$ cat src/rtl/core/pit_pkg.sv
// Shared constants, types and helper functions for the four-channel interval timer.
package pit_pkg;

   localparam int NUM_CHANNELS       = 4;
   localparam int TIMERS_PER_CHANNEL = 4;
   localparam int NUM_TIMERS         = NUM_CHANNELS * TIMERS_PER_CHANNEL;
   localparam int CH_W               = (NUM_CHANNELS > 1) ? $clog2(NUM_CHANNELS) : 1;

   localparam logic [31:0] ID_VALUE    = 32'h0303_1000;
   localparam logic [7:0]  ADDR_ID     = 8'h00;
   localparam logic [7:0]  ADDR_CFG    = 8'h10;
   localparam logic [7:0]  ADDR_IRQ_EN = 8'h14;
   localparam logic [7:0]  ADDR_IRQ_ST = 8'h18;
   localparam logic [7:0]  ADDR_TMR_EN = 8'h1C;
   localparam logic [7:0]  ADDR_CH_BASE = 8'h20;
   localparam logic [8:0]  ADDR_CH_END = 9'(32'h20 + 16 * NUM_CHANNELS);

   localparam logic [3:0] OFF_CTRL   = 4'h0;
   localparam logic [3:0] OFF_RELOAD = 4'h4;
   localparam logic [3:0] OFF_COUNT  = 4'h8;

   typedef enum logic [1:0] {
      OP_READ  = 2'd0,
      OP_WRITE = 2'd1,
      OP_TICK  = 2'd2
   } pit_op_type;

   typedef enum logic [2:0] {
      MODE_T32       = 3'd1,
      MODE_T16X2     = 3'd2,
      MODE_T8X4      = 3'd3,
      MODE_PWM16     = 3'd4,
      MODE_T16_PWM8  = 3'd6,
      MODE_T8X2_PWM8 = 3'd7
   } pit_mode_type;

   typedef struct packed {
      pit_op_type  op;
      logic [7:0]  address;
      logic [31:0] write_data;
      logic        pclk_tick;
      logic        ext_tick;
   } pit_item_type;

   typedef struct packed {
      logic        stop;
      logic        start;
      logic [31:0] limit;
   } pit_cmd_type;

   typedef pit_cmd_type [TIMERS_PER_CHANNEL-1:0] pit_chan_cmd_type;
   typedef logic [TIMERS_PER_CHANNEL-1:0][31:0] pit_chan_count_type;

   function automatic logic [31:0] fill_limit(logic [31:0] slice);
      return (slice == 32'd0) ? 32'hFFFF_FFFF : slice;
   endfunction

   function automatic pit_chan_cmd_type restart_cmds(logic [2:0] mode, logic [3:0] toggles,
                                                     logic [3:0] en, logic [31:0] r);
      pit_chan_cmd_type c;
      logic [3:0]       go;
      go = toggles & en;
      for (int t = 0; t < TIMERS_PER_CHANNEL; t++) begin
         c[t].stop  = toggles[t];
         c[t].start = 1'b0;
         c[t].limit = 32'd0;
      end
      case (pit_mode_type'(mode))
         MODE_T32: begin
            c[0].start = go[0];  c[0].limit = fill_limit(r);
         end
         MODE_T16X2: begin
            c[0].start = go[0];  c[0].limit = fill_limit({16'd0, r[15:0]});
            c[1].start = go[1];  c[1].limit = fill_limit({16'd0, r[31:16]});
         end
         MODE_T8X4: begin
            c[0].start = go[0];  c[0].limit = fill_limit({24'd0, r[7:0]});
            c[1].start = go[1];  c[1].limit = fill_limit({24'd0, r[15:8]});
            c[2].start = go[2];  c[2].limit = fill_limit({24'd0, r[23:16]});
            c[3].start = go[3];  c[3].limit = fill_limit({24'd0, r[31:24]});
         end
         MODE_PWM16: begin
            c[2].start = go[3];  c[2].limit = fill_limit({16'd0, r[15:0]});
            c[3].start = go[3];  c[3].limit = fill_limit({16'd0, r[31:16]});
         end
         MODE_T16_PWM8: begin
            c[0].start = go[0];  c[0].limit = fill_limit({16'd0, r[15:0]});
            c[2].start = go[3];  c[2].limit = fill_limit({24'd0, r[23:16]});
            c[3].start = go[3];  c[3].limit = fill_limit({24'd0, r[31:24]});
         end
         MODE_T8X2_PWM8: begin
            c[0].start = go[0];  c[0].limit = fill_limit({24'd0, r[7:0]});
            c[1].start = go[1];  c[1].limit = fill_limit({24'd0, r[15:8]});
            c[2].start = go[3];  c[2].limit = fill_limit({24'd0, r[23:16]});
            c[3].start = go[3];  c[3].limit = fill_limit({24'd0, r[31:24]});
         end
         default: begin
         end
      endcase
      return c;
   endfunction

   function automatic logic [31:0] packed_count(logic [2:0] mode, pit_chan_count_type c);
      logic [31:0] v;
      case (pit_mode_type'(mode))
         MODE_T32:       v = c[0];
         MODE_T16X2:     v = {c[1][15:0], c[0][15:0]};
         MODE_T8X4:      v = {c[3][7:0], c[2][7:0], c[1][7:0], c[0][7:0]};
         MODE_T8X2_PWM8: v = {c[3][7:0], c[2][7:0], c[1][7:0], c[0][7:0]};
         MODE_PWM16:     v = {c[3][15:0], c[2][15:0]};
         MODE_T16_PWM8:  v = {c[3][7:0], c[2][7:0], c[0][15:0]};
         default:        v = 32'd0;
      endcase
      return v;
   endfunction

endpackage

$ cat src/rtl/core/pit_timers.sv
// Bank of sixteen down-counting sub-timers with reload and expiry flags.
module pit_timers import pit_pkg::*; (
   input  logic                             clock,
   input  logic                             reset,
   input  pit_cmd_type [NUM_TIMERS-1:0]     cmds,
   input  logic [NUM_CHANNELS-1:0]          chan_tick,
   output logic [NUM_TIMERS-1:0][31:0]      counts,
   output logic [NUM_TIMERS-1:0]            hits
);

   logic [NUM_TIMERS-1:0][31:0] count_ff, count_in;
   logic [NUM_TIMERS-1:0][31:0] limit_ff, limit_in;
   logic [NUM_TIMERS-1:0]       running_ff, running_in;

   always_comb begin
      count_in   = count_ff;
      limit_in   = limit_ff;
      running_in = running_ff;
      hits       = '0;
      for (int t = 0; t < NUM_TIMERS; t++) begin
         if (cmds[t].stop) begin
            running_in[t] = 1'b0;
         end
         if (cmds[t].start) begin
            running_in[t] = 1'b1;
            limit_in[t]   = cmds[t].limit;
            count_in[t]   = cmds[t].limit;
         end
         if (chan_tick[t / TIMERS_PER_CHANNEL] && running_ff[t]) begin
            if (count_ff[t] == 32'd0) begin
               count_in[t] = limit_ff[t];
               hits[t]     = 1'b1;
            end else begin
               count_in[t] = count_ff[t] - 32'd1;
            end
         end
      end
   end

   always_ff @(posedge clock) begin
      if (reset) begin
         running_ff <= '0;
         count_ff   <= '0;
      end else begin
         running_ff <= running_in;
         count_ff   <= count_in;
      end
   end

   always_ff @(posedge clock) begin
      limit_ff <= limit_in;
   end

   assign counts = count_ff;

endmodule

$ cat src/rtl/core/pit_regs.sv
// Bus register file: decode, read mux, interrupt logic and sub-timer start/stop control.
module pit_regs import pit_pkg::*; (
   input  logic                             clock,
   input  logic                             reset,
   input  logic                             fire,
   input  pit_item_type                     item,
   input  logic [NUM_TIMERS-1:0][31:0]      counts,
   input  logic [NUM_TIMERS-1:0]            hits,
   output pit_cmd_type [NUM_TIMERS-1:0]     cmds,
   output logic [NUM_CHANNELS-1:0]          chan_tick,
   output logic [31:0]                      read_data,
   output logic                             irq_level_in,
   output logic                             irq_line
);

   logic [31:0] irq_enable_ff, irq_enable_in;
   logic [31:0] irq_status_ff, irq_status_in;
   logic [31:0] timer_enable_ff, timer_enable_in;
   logic [NUM_CHANNELS-1:0][31:0] control_ff, control_in;
   logic [NUM_CHANNELS-1:0][31:0] reload_ff, reload_in;

   logic [31:0]             en_toggle;
   logic [NUM_CHANNELS-1:0] ctrl_toggle;
   logic [7:0]              ch_off8;
   logic                    ch_hit;
   logic [CH_W-1:0]         ch_sel;
   logic [3:0]              reg_off;
   logic                    is_write;
   logic                    is_tick;

   assign is_write = fire && (item.op == OP_WRITE);
   assign is_tick  = fire && (item.op == OP_TICK);
   assign ch_off8  = item.address - ADDR_CH_BASE;
   assign ch_hit   = ({1'b0, item.address} >= {1'b0, ADDR_CH_BASE}) &&
                     ({1'b0, item.address} < ADDR_CH_END);
   assign ch_sel   = ch_off8[4 +: CH_W];
   assign reg_off  = item.address[3:0];

   always_comb begin
      irq_enable_in   = irq_enable_ff;
      irq_status_in   = irq_status_ff;
      timer_enable_in = timer_enable_ff;
      control_in      = control_ff;
      reload_in       = reload_ff;
      en_toggle       = '0;
      ctrl_toggle     = '0;
      if (is_write) begin
         case (item.address)
            ADDR_IRQ_EN: irq_enable_in = item.write_data;
            ADDR_IRQ_ST: irq_status_in = irq_status_ff & ~item.write_data;
            ADDR_TMR_EN: begin
               en_toggle       = timer_enable_ff ^ item.write_data;
               timer_enable_in = item.write_data;
            end
            default: begin
               if (ch_hit) begin
                  if (reg_off == OFF_CTRL) begin
                     control_in[ch_sel]  = item.write_data;
                     ctrl_toggle[ch_sel] = |(control_ff[ch_sel][3:0] ^ item.write_data[3:0]);
                  end else if (reg_off == OFF_RELOAD) begin
                     reload_in[ch_sel] = item.write_data;
                  end
               end
            end
         endcase
      end
      if (is_tick) begin
         irq_status_in = irq_status_ff | 32'(hits);
      end
   end

   always_comb begin
      for (int ch = 0; ch < NUM_CHANNELS; ch++) begin
         cmds[ch*TIMERS_PER_CHANNEL +: TIMERS_PER_CHANNEL] =
            restart_cmds(control_in[ch][2:0],
                         en_toggle[ch*TIMERS_PER_CHANNEL +: TIMERS_PER_CHANNEL] |
                            {TIMERS_PER_CHANNEL{ctrl_toggle[ch]}},
                         timer_enable_in[ch*TIMERS_PER_CHANNEL +: TIMERS_PER_CHANNEL],
                         reload_ff[ch]);
         chan_tick[ch] = is_tick && (control_ff[ch][3] ? item.pclk_tick : item.ext_tick);
      end
   end

   always_comb begin
      read_data = 32'd0;
      if (item.op == OP_READ) begin
         case (item.address)
            ADDR_ID:     read_data = ID_VALUE;
            ADDR_CFG:    read_data = 32'(NUM_CHANNELS);
            ADDR_IRQ_EN: read_data = irq_enable_ff;
            ADDR_IRQ_ST: read_data = irq_status_ff;
            ADDR_TMR_EN: read_data = timer_enable_ff;
            default: begin
               if (ch_hit) begin
                  case (reg_off)
                     OFF_CTRL:   read_data = control_ff[ch_sel];
                     OFF_RELOAD: read_data = reload_ff[ch_sel];
                     OFF_COUNT:  read_data = packed_count(control_ff[ch_sel][2:0],
                                    counts[ch_sel*TIMERS_PER_CHANNEL +: TIMERS_PER_CHANNEL]);
                     default:    read_data = 32'd0;
                  endcase
               end
            end
         endcase
      end
   end

   assign irq_level_in = |(irq_enable_in & irq_status_in);
   assign irq_line     = |(irq_enable_ff & irq_status_ff);

   always_ff @(posedge clock) begin
      if (reset) begin
         irq_enable_ff   <= '0;
         irq_status_ff   <= '0;
         timer_enable_ff <= '0;
         control_ff      <= '0;
         reload_ff       <= '0;
      end else begin
         irq_enable_ff   <= irq_enable_in;
         irq_status_ff   <= irq_status_in;
         timer_enable_ff <= timer_enable_in;
         control_ff      <= control_in;
         reload_ff       <= reload_in;
      end
   end

endmodule

$ cat src/rtl/core/multi_mode_interval_timer_unit.sv
// Four-channel interval timer top level: input register, register file, timer bank, result register.
// Each request word is a bus read, a bus write or a clock tick; every request yields exactly
// one response word carrying read data (zero unless a read) and the interrupt level after the
// request. One request is taken per cycle while the response channel does not stall: the
// request lands in an input register, and a single pass through the register decode and the
// sixteen sub-timer updates writes the new state together with the response register. A read
// of a counter register sees the effect of every earlier request.
module multi_mode_interval_timer_unit import pit_pkg::*; (
   input  logic        clock,
   input  logic        reset,
   input  logic        req_valid,
   output logic        req_stall,
   input  logic [1:0]  req_operation,
   input  logic [7:0]  req_address,
   input  logic [31:0] req_write_data,
   input  logic        req_pclk_tick,
   input  logic        req_ext_tick,
   output logic        rsp_valid,
   input  logic        rsp_stall,
   output logic [31:0] rsp_read_data,
   output logic        rsp_irq_level
);

   logic         in_valid_ff, in_valid_in;
   pit_item_type item_ff, item_in;
   logic         rsp_valid_ff, rsp_valid_in;
   logic [31:0]  rsp_read_data_ff, rsp_read_data_in;
   logic         rsp_irq_level_ff, rsp_irq_level_in;

   logic advance;
   logic load;

   pit_cmd_type [NUM_TIMERS-1:0] cmds;
   logic [NUM_CHANNELS-1:0]      chan_tick;
   logic [NUM_TIMERS-1:0][31:0]  counts;
   logic [NUM_TIMERS-1:0]        hits;
   logic [31:0]                  read_data;
   logic                         irq_level_in;
   logic                         irq_line;

   assign advance   = in_valid_ff && (!rsp_valid_ff || !rsp_stall);
   assign req_stall = in_valid_ff && !advance;
   assign load      = req_valid && !req_stall;

   always_comb begin
      in_valid_in = advance ? 1'b0 : in_valid_ff;
      item_in     = item_ff;
      if (load) begin
         in_valid_in        = 1'b1;
         item_in.op         = pit_op_type'(req_operation);
         item_in.address    = req_address;
         item_in.write_data = req_write_data;
         item_in.pclk_tick  = req_pclk_tick;
         item_in.ext_tick   = req_ext_tick;
      end
   end

   always_comb begin
      rsp_valid_in     = advance || (rsp_valid_ff && rsp_stall);
      rsp_read_data_in = advance ? read_data : rsp_read_data_ff;
      rsp_irq_level_in = advance ? irq_level_in : rsp_irq_level_ff;
   end

   always_ff @(posedge clock) begin
      if (reset) begin
         in_valid_ff  <= 1'b0;
         rsp_valid_ff <= 1'b0;
      end else begin
         in_valid_ff  <= in_valid_in;
         rsp_valid_ff <= rsp_valid_in;
      end
   end

   always_ff @(posedge clock) begin
      item_ff          <= item_in;
      rsp_read_data_ff <= rsp_read_data_in;
      rsp_irq_level_ff <= rsp_irq_level_in;
   end

   pit_regs u_regs (
      .clock        (clock),
      .reset        (reset),
      .fire         (advance),
      .item         (item_ff),
      .counts       (counts),
      .hits         (hits),
      .cmds         (cmds),
      .chan_tick    (chan_tick),
      .read_data    (read_data),
      .irq_level_in (irq_level_in),
      .irq_line     (irq_line)
   );

   pit_timers u_timers (
      .clock     (clock),
      .reset     (reset),
      .cmds      (cmds),
      .chan_tick (chan_tick),
      .counts    (counts),
      .hits      (hits)
   );

   assign rsp_valid     = rsp_valid_ff;
   assign rsp_read_data = rsp_read_data_ff;
   assign rsp_irq_level = rsp_irq_level_ff;

   a_hold_when_blocked: assert property (@(posedge clock) disable iff (reset)
      in_valid_ff && rsp_valid_ff && rsp_stall |-> req_stall && !advance)
      else $error("input word advanced while response blocked");

   a_zero_data_non_read: assert property (@(posedge clock) disable iff (reset)
      advance && (item_ff.op != OP_READ) |=> rsp_read_data_ff == 32'd0)
      else $error("non-read word produced nonzero read data");

   a_irq_matches_state: assert property (@(posedge clock) disable iff (reset)
      advance |=> rsp_irq_level_ff == irq_line)
      else $error("response irq level disagrees with register state");

   a_no_tick_without_word: assert property (@(posedge clock) disable iff (reset)
      !advance |-> (chan_tick == '0) && (hits == '0))
      else $error("timer activity without a word in flight");

endmodule

$ cat config.mk
export PLATFORM = sky130hd
export DESIGN_NAME = multi_mode_interval_timer_unit
export DESIGN_NICKNAME = d
export VERILOG_FILES = /design/src/rtl/core/pit_pkg.sv /design/src/rtl/core/pit_timers.sv /design/src/rtl/core/pit_regs.sv /design/src/rtl/core/multi_mode_interval_timer_unit.sv
export SDC_FILE = /design/constraint.sdc
export NUM_CORES = 2
export LEC_CHECK = 0
export BUFFER_PORTS_ARGS = -buffer_cell sky130_fd_sc_hd__buf_2
export CAP_MARGIN = 20
export CORE_ASPECT_RATIO = 1.1
export CORE_MARGIN = 4
export CORE_UTILIZATION = 50
export CTS_CLUSTER_SIZE = 10
export DETAILED_ROUTE_END_ITERATION = 8
export PLACE_DENSITY = 0.66
export REMOVE_ABC_BUFFERS = 1
export SYNTH_ARGS = -nofsm -noshare
export SYNTH_HDL_FRONTEND = slang
export SYNTH_SLANG_ARGS = --single-unit
$ cat constraint.sdc
create_clock -name clock -period 6.6 [get_ports clock]
set_input_delay 0.99 -clock clock [delete_from_list [all_inputs] [get_ports clock]]
set_output_delay 0.99 -clock clock [all_outputs]
set_load 0.03 [all_outputs]
==> flow_summary.toml <==
[setup_path]
endpoint_kind = "flop"
critPathSlowestCell = "nor4b_4"
rrSetupSlack_ns = 1.43
rr_endpoint = "u_timers.counts[259]"
cp_common_cell = "a21oi_1"
cp_cell_sequence = "xnor2_1 > nor4b_4 > a21oi_1 > a21oi_1 > a211o_1 > inv_2 > buf_4 > a221oi_1 > nor2_1"
crit-reg2reg-launch = "item_ff[39]"
criticalPathCategory = "flop to flop"
cp_top_family = "compound AO/OA/AOI/OAI gates"
arrival_ns = 5.84
critPathMaxStageDelay_ns = 0.91
cp-start-kind = "flop"
critical_path.max_fanout = 32
critPathRequiredTime_ns = 7.27
crit_buf_inv = 2
r2r_cells = 9
crit_cells = 9

[place]
hpwl_um = 217000
gp_congestion = 1.12
post-place-ws_ns = 1.26
numPortBuffers = 82

[detailed_routing]
wl_met1_um = 114000
wl_per_cell_um = 29.7
ant_nets = 0
first_pass_iters = 9
drc = 0
route.met3.wl_um = 39400
vias_per_cell = 6.83
drt_iter0_markers = 10566
drt-total-wl_um = 298000
dr_wl_met2_um = 123000
highest_layer = "met5"
route.vias.total = 68513

[synthesis]
synth_edf_count = 409
synth.top_cell.area_share_pct = 25.3
synth.avg_cell_area_sq_um = 8.53
synthCells = 8191
yosys.area.top_type = "dfxtp_1"
ys.warnings.count = 0
synthTopCellsByArea = "dfxtp_1, edfxtp_1, nand2_1, a21oi_1, o21ai_0"
async_flop_share_pct = 0
yosysUniqueCellTypes = 105
netlist_area_sq_mm = 0.0699
synth_seq_area_share_pct = 42.8
ys_ff_latch = 1291
synth_ff_type = "dfxtp_1"

[grt]
grt_max_degree = 166
grt_pass1_wl_um = 427000
gr-total-overflow = 0
antenna_found_initial = 42
grtUsageTotal_pct = 39.7
grt_pass1_vias = 62081

[clock_network]
cts.sinks = 1291
htreeDepth = 4
cts_buffer_depth = 3
cts_tree = "yes"
clock_latency_ns = 0.83
holdBufCountCts = 0
ctsResizeCount = 0
postCtsSetupBuffers = 0
cts-root-buf = "clkbuf_16"
cts_buffers = 156
clk_pin_slew_ns = 0.06

[floorplanning]
initial_core_util_pct = 50.5
fp-row-count = 143
die_x_um = 364
fp.coreArea_sq_mm = 0.138
io-pin-count = 83
die_area_sq_mm = 0.146
die_y_um = 400

[sta]
fmax_ghz = 0.193
setup_viol = 0
setup_ws_ns = 1.43
finalCritPeriodShare_pct = 78.3
fin_crit_ns = 5.17
hold_viol = 0
fin_worst_skew_ns = 0.0254
worstMarginPinSlew_ns = 1.25
maxSlewHeadroom_pct = 16.4
drv_slew = 0
holdWs_ns = 0.338
rsz0062_at_grt = "false"

[finish]
drive_gt1_share_pct = 10.0
syn_to_final_growth_pct = 10.6
nets = 8160

[flow_run]
cap_violations = 0

[power]
power.total_mw = 17.0
power_density_mw_per_mm2 = 220
leakagePower_nw = 28.7
ir_drop_v = 0.000286

[min_path]
holdPathStages = 1
holdPathEnd = "item_ff[29]"
min_path_type = "input port to flop"
min_from = "req_write_data[27]"

[run_status]
status = "finished, final reports clean"
[power breakdown]
| part | total (mW) | internal, mW | switching [mW] | leakage (nW) |
|---|---|---|---|---|
| sequential | 8.23 | 8.18 | 0.0572 | 10.9 |
| combinational | 0.407 | 0.103 | 0.304 | 15.4 |
| clock | 8.40 | 4.77 | 3.63 | 2.35 |
| total | 17.0 | 13.0 | 3.99 | 28.7 |
[area by class of cell]
class | count | area, sq um
diodes | 13 | 32.5
clock buffers | 254 | 4450
clock inverters | 30 | 425
fillers | 12745 | 61200
inverters | 89 | 337
multi-input cells | 6194 | 37300
flip-flops and latches | 1291 | 29900
well taps | 1812 | 2270
repair buffers | 348 | 2520
[layer usage]
| metal | vias up | global-route usage [%] |
|---|---|---|
| li1 | 30033 | - |
| met1 | 33002 | 53.5 |
| met2 | 4619 | 56.2 |
| met3 | 853 | 11.2 |
| met4 | 6 | 24.0 |
| met5 | - | 0 |
[per-stage QoR]
step                      utilization (%)  cell area (sq um)  setup TNS, ns  instances
after floorplan                         -              67500       -3428.59       7574
after global placement               52.2              72300              0       9721
after detailed placement             52.2              72300              0       9724
after CTS                            55.7              77200              0      10008
after global routing                 55.8              77300              0      10018
final                                55.8              77300              0      10031
[worst reg2reg max path: cells and delay by family (launching register included)]
family	cells	cell delay [ns]
AND/OR/NAND/NOR	2	0.99
flip-flops	1	0.87
buffers and inverters	2	0.89
XOR/XNOR	1	0.36
AO/OA/AOI/OAI	4	1.90
[kinds of logic after synthesis]
kind of cell    Yosys count  synth area share, %
simple gates           3046                 19.8
compound gates         2507                 22.1
flops                  1291                 42.8
buf+inv                 706                 3.95
xor+xnor                311                 3.90
mux                     298                 6.86
fa+ha+maj                32                0.573
[registers in the layout, summed over array words and instances (netlist names)]
name and cells:
u_timers.counts 512, u_regs.irq_enable_ff 32, rsp_irq_level 1, in_valid_ff 1, u_regs.reload_ff 128, u_regs.timer_enable_ff 32
u_regs.control_ff 128, u_regs.irq_status_ff 32, item_ff 44, rsp_valid 1, u_timers.running_ff 16, rsp_read_data 32
u_timers.limit_ff 332
[cell usage after synthesis, types with 22 or more instances]
master and n:
nand2_1 1225, dfxtp_1 882, nor2_1 801, a21oi_1 767, o21ai_0 725, clkbuf_1 518
edfxtp_1 409, nor3_1 241, xnor2_1 186, a31oi_1 159, nand3_1 156, a211oi_1 146
mux2i_1 145, mux4_2 144, nor4_1 137, xor2_1 125, o22ai_1 99, or4_1 83
inv_1 81, or3_1 78, o211ai_1 76, a22oi_1 71, a221oi_1 67, buf_2 60
nand4_1 60, and2_1 47, nand2b_1 39, o21a_1 39, o31ai_1 34, ha_1 32
o221ai_1 32, or2_2 32, and3_1 31, buf_1 30, a222oi_1 29, a221o_1 27
a22o_1 25, a211o_1 24, nor2b_1 23, o221a_2 22
[worst max path at each step]
stage	to	slack, ns	start
floorplan	u_timers.counts[416]	-4.89	item_ff[39]
global placement	u_timers.counts[379]	1.39	rsp_stall
detailed placement	u_timers.counts[86]	1.26	rsp_stall
CTS	u_timers.counts[280]	1.58	item_ff[37]
global route	u_timers.counts[259]	1.27	item_ff[39]
finish	u_timers.counts[259]	1.43	item_ff[39]
[placed cells by master (no fill, tap or decap), types with 83 or more instances in the layout]
| cell | n |
|---|---|
| nor4_1 | 135 |
| xor2_1 | 125 |
| edfxtp_1 | 409 |
| o22ai_1 | 99 |
| buf_4 | 251 |
| clkbuf_16 | 158 |
| mux2i_1 | 145 |
| nand2_1 | 1225 |
| or4_1 | 83 |
| o21ai_0 | 724 |
| a31oi_1 | 159 |
| a211oi_1 | 146 |
| nor3_1 | 232 |
| xnor2_1 | 186 |
| nand3_1 | 155 |
| nor2_1 | 798 |
| a21oi_1 | 766 |
| mux4_2 | 144 |
| dfxtp_1 | 882 |
Note: power is estimated with default switching activity, not from simulation.
